--- src/fdsc_pkg.sv ---
// ----------------------------------------------------------------------------
// fdsc_pkg
// Shared types and constants for the feedback delay with soft clip.
// ----------------------------------------------------------------------------
package fdsc_pkg;

   localparam int DELAY_DEPTH_DEF = 4096;
   localparam int SAMPLE_W        = 16;
   localparam int OUT_W           = 17;
   localparam int TARGET_W        = 12;
   localparam int FRAC_W          = 24;
   localparam int SMOOTH_W        = TARGET_W + FRAC_W;
   localparam int GLIDE_SHIFT     = 21;

   localparam logic [TARGET_W-1:0] TARGET_RESET = 12'd2400;

   typedef logic signed [SAMPLE_W-1:0] sample_type;
   typedef logic signed [OUT_W-1:0]    wide_sample_type;

endpackage

--- src/fdsc_soft_clip.sv ---
// ----------------------------------------------------------------------------
// fdsc_soft_clip
// Clamp to +-1.0 and cubic soft clip 1.5x - 0.5x^3, two register stages.
// ----------------------------------------------------------------------------
module fdsc_soft_clip
   import fdsc_pkg::*;
(
   input  logic            clock,
   input  wide_sample_type sum_in,
   output sample_type      clip_out
);

   localparam logic signed [OUT_W-1:0] POS_ONE = 17'sh08000;
   localparam logic signed [OUT_W-1:0] NEG_ONE = -17'sh08000;

   logic signed [OUT_W-1:0]      c_in, c_ff, c2_ff;
   logic signed [2*OUT_W-1:0]    sq_full;
   logic signed [31:0]           sq_in, sq_ff;
   logic signed [48:0]           cube_in, cube_ff;
   logic signed [OUT_W+1:0]      c3;
   logic signed [48:0]           num;
   logic signed [17:0]           y_w;

   always_comb begin
      if (sum_in > POS_ONE) begin
         c_in = POS_ONE;
      end else if (sum_in < NEG_ONE) begin
         c_in = NEG_ONE;
      end else begin
         c_in = sum_in;
      end
      sq_full = c_in * c_in;
      sq_in   = sq_full[31:0];
      cube_in = sq_ff * c2_ff;
   end

   always_ff @(posedge clock) begin
      c2_ff   <= c_in;
      sq_ff   <= sq_in;
      c_ff    <= c2_ff;
      cube_ff <= cube_in;
   end

   always_comb begin
      c3  = $signed({c_ff[OUT_W-1], c_ff, 1'b0}) + $signed({{2{c_ff[OUT_W-1]}}, c_ff});
      num = $signed({c3, 30'd0}) - cube_ff + 49'sh0_4000_0000;
      y_w = num[48:31];
      if (y_w > 18'sd32767) begin
         clip_out = 16'sh7fff;
      end else if (y_w < -18'sd32768) begin
         clip_out = -16'sh8000;
      end else begin
         clip_out = y_w[SAMPLE_W-1:0];
      end
   end

endmodule

--- config.mk ---
export PLATFORM = sky130hd
export DESIGN_NAME = fdsc_soft_clip
export DESIGN_NICKNAME = d
export VERILOG_FILES = /design/src/fdsc_pkg.sv /design/src/fdsc_soft_clip.sv
export SDC_FILE = /design/constraint.sdc
export NUM_CORES = 2
export LEC_CHECK = 0
export BUFFER_PORTS_ARGS = -buffer_cell sky130_fd_sc_hd__buf_2
export CAP_MARGIN = 40
export CORE_AREA = 3 3 359 361
export DETAILED_ROUTE_END_ITERATION = 16
export DIE_AREA = 0 0 362 364
export SYNTH_ARGS = -nofsm -noshare
export SYNTH_HDL_FRONTEND = slang
export SYNTH_SLANG_ARGS = --single-unit
--- constraint.sdc ---
create_clock -name clock -period 8.1 [get_ports clock]
set_clock_uncertainty 0.2 [all_clocks]
set_input_delay 0.405 -clock clock [delete_from_list [all_inputs] [get_ports clock]]
set_output_delay 0.405 -clock clock [all_outputs]
set_load 0.01 [all_outputs]
==> impl_metrics.yaml <==
outcome:
  outcome: "completed"
setup_path:
  critical_path_required_time_ns: 8.17
  cells_on_worst_reg2reg_path: 22
  launching_element_type_of_the_critical_path: "register"
  critical_path.max_fanout: 19
  worst_setup_path_end_kind: "register"
  cp_data_arrival_time_ns: 7.57
  timing_worst_setup_path_type: "register to register"
synth:
  number_of_standard_cells_after_synthesis: 3377
  synth_warnings: 0
  ys_types: 67
  leading_register_cell_type_out_of_synthesis: "dfxtp_1"
  syn-mean-instance-area_um2: 9.30
  synth-async-reset-ratio_pct: 0
  synthTopCellsByArea: "fa_1 (49%), inv_1 (10%), ha_1 (9.8%)"
  number_of_synthesized_register_bits: 112
  yosys_top_cell_by_area: "fa_1"
  synth-seq-area-share_pct: 7.14
  mappedNetlistArea_um2: 31400
  edff_count_synth: 0
  synth_top_area_share_pct: 49.1
clock_network:
  root_buffer: "clkbuf_16"
  cts_buffers: 9
  clock_path_buffers: 2
  ctsHtreeMaxLevel: 3
  insertion_delay_ns: 0.41
  cts-resized-gates: 0
  cts_tree: "done"
  cts_setup_buffers: 0
  clock_sink_count: 112
  worst_setup_hold_path_clk_slew_ns: 0.10
  cts_hold_buf: 0
sta:
  max_slew_margin_pct: 40.2
  finalHoldViolations: 0
  timing.final.setup_violations: 0
  min_period_over_period_pct: 92.6
  final-max-slew-violation-count: 0
  period_minus_slack_ns: 7.50
  timing_worst_slew_pin_value_ns: 0.895
  final.setup.tns_ns: 0
  fmax_mhz: 133
  rsz_0062_raised_after_global_routing: "no"
placement:
  port_buffers: 33
  dp_hpwl_mm: 63.9
  placed_cells_incl_taps: 5008
  place_congestion: 0.893
grt:
  grt_antenna_before_repair: 0
  number_of_global_route_vias_before_repair: 24800
  grt_first_pass_wirelength_mm: 129
  maximum_number_of_pins_on_one_net_before_global_route_repair: 33
  grt-ovfl-total: 0
  globalRouteTotalUtil_pct: 12.2
floorplanning:
  start_util_pct: 25.0
  std_cell_rows: 130
  chipHeight_um: 364
  die-width_um: 362
  die-area_um2: 132000
  pin_count: 34
  core_area_um2: 126000
cells_and_area:
  layout.cells.most_common: "inv_1"
  final_cell_count_no_fill: 5024
  finalNetCount: 4403
  antenna_diode_count: 0
  layout_common_cells: "inv_1 (848), fa_1 (770), nand2_1 (468), ha_1 (246), and2_1 (201)"
  drive_above_1_share_pct: 3.73
  area_growth_pct: 8.22
routing:
  drt-wirelength-per-cell_um: 14.9
  drt_drc_violations_left: 0
  routed_via_density: 4.29
  routed-via-count: 21500
  route.final.wire_length_mm: 74.7
  drt_pass1_iterations: 5
  drt_iter0_drc: 1136
  final_antenna_net_count: 0
hold_path:
  hold_path_class: "input pin to register"
  worstHoldPathCells: 1
run:
  max_cap_violations: 0
## synthesized netlist by cell type (all sizes together), types with 4 or more instances
master  instances
nor3           14
a21o           42
or2             4
o21ai          41
xor2           26
nor2b          10
clkbuf        109
nand3          21
a31oi           7
nand2         468
and3           27
nand2b         37
fa            770
ha            246
inv           848
or3             5
nor2          103
nand4           6
dfxtp         112
and2          201
o21bai         15
a21oi          76
o21a           14
o31ai           8
a211oi          9
xnor2          93
nor4           12
## cell type report
cell class	count	area, µm²
Clock buffer	10	229
Multi-Input combinational cell	2306	25500
Timing Repair Buffer	90	628
Tap cell	1650	2060
Sequential cell	112	2240
Inverter	850	3190
Clock inverter	6	86.3
Fill cell	13400	91800
## kinds of logic after synthesis
group	Yosys count	share of synthesized area, %
buffers and inverters	962	11.6
flip-flops	112	7.14
AND/OR/NAND/NOR	914	13.6
adder cells (fa/ha/maj)	1016	58.9
other	2	0.0239
XOR/XNOR	119	3.32
AO/OA/AOI/OAI	248	5.34
multiplexers	4	0.139
## metrics by stage
stage	util, %	cell area [µm²]	hold slack (ns)	setup slack (ns)
2_1_floorplan	-	31400	0.168	0.969
3_3_place_gp	26.7	33600	0.444	0.258
3_5_place_dp	26.8	33700	0.442	0.385
4_1_cts	27.0	34000	0.0688	0.589
5_1_grt	27.0	34000	0.0961	0.169
6_report	27.0	34000	0.0995	0.602
## metal layers
metal | global-route usage, % | share of wire [%] | routed length (µm) | vias up
met5 | 0 | 0 | 0 | -
met4 | 3.08 | 2.3 | 1720 | 0
met3 | 1.00 | 3.1 | 2340 | 94
met2 | 22.9 | 53 | 39500 | 403
met1 | 15.0 | 42 | 31100 | 11200
li1 | - | - | - | 9867
## critical path: stages, from the launching register on
cell and delay, ns:
dfxtp_1 0.79, buf_4 0.39, nand2_1 0.11, fa_1 0.54
inv_1 0.05, fa_1 0.47, inv_1 0.05, fa_1 0.47
fa_1 0.53, fa_1 0.49, inv_1 0.05, fa_1 0.43
ha_1 0.27, a211o_1 0.25, a31o_1 0.18, o21ai_1 0.21
nor3b_1 0.30, a21oi_1 0.23, a221oi_1 0.39, a21oi_1 0.24
a211oi_1 0.42, a21oi_1 0.15, xor2_1 0.15
## state kept, by name, indices dropped and copies added, names as in the netlist
name     cells
c2_ff       16
c_ff        17
cube_ff     48
sq_ff       31
## path summary, 6_finish.rpt
check / startpoint / end / slack [ns]
min reg2reg: c2_ff[1] / c_ff[1] / 0.45
max: c2_ff[7] / cube_ff[47] / 0.60
max reg2reg: c2_ff[7] / cube_ff[47] / 0.60
min: sum_in[16] / c2_ff[16] / 0.1
Power is not shown: default switching activity piles up to over one toggle a cycle in this logic, so the estimate is an artifact.
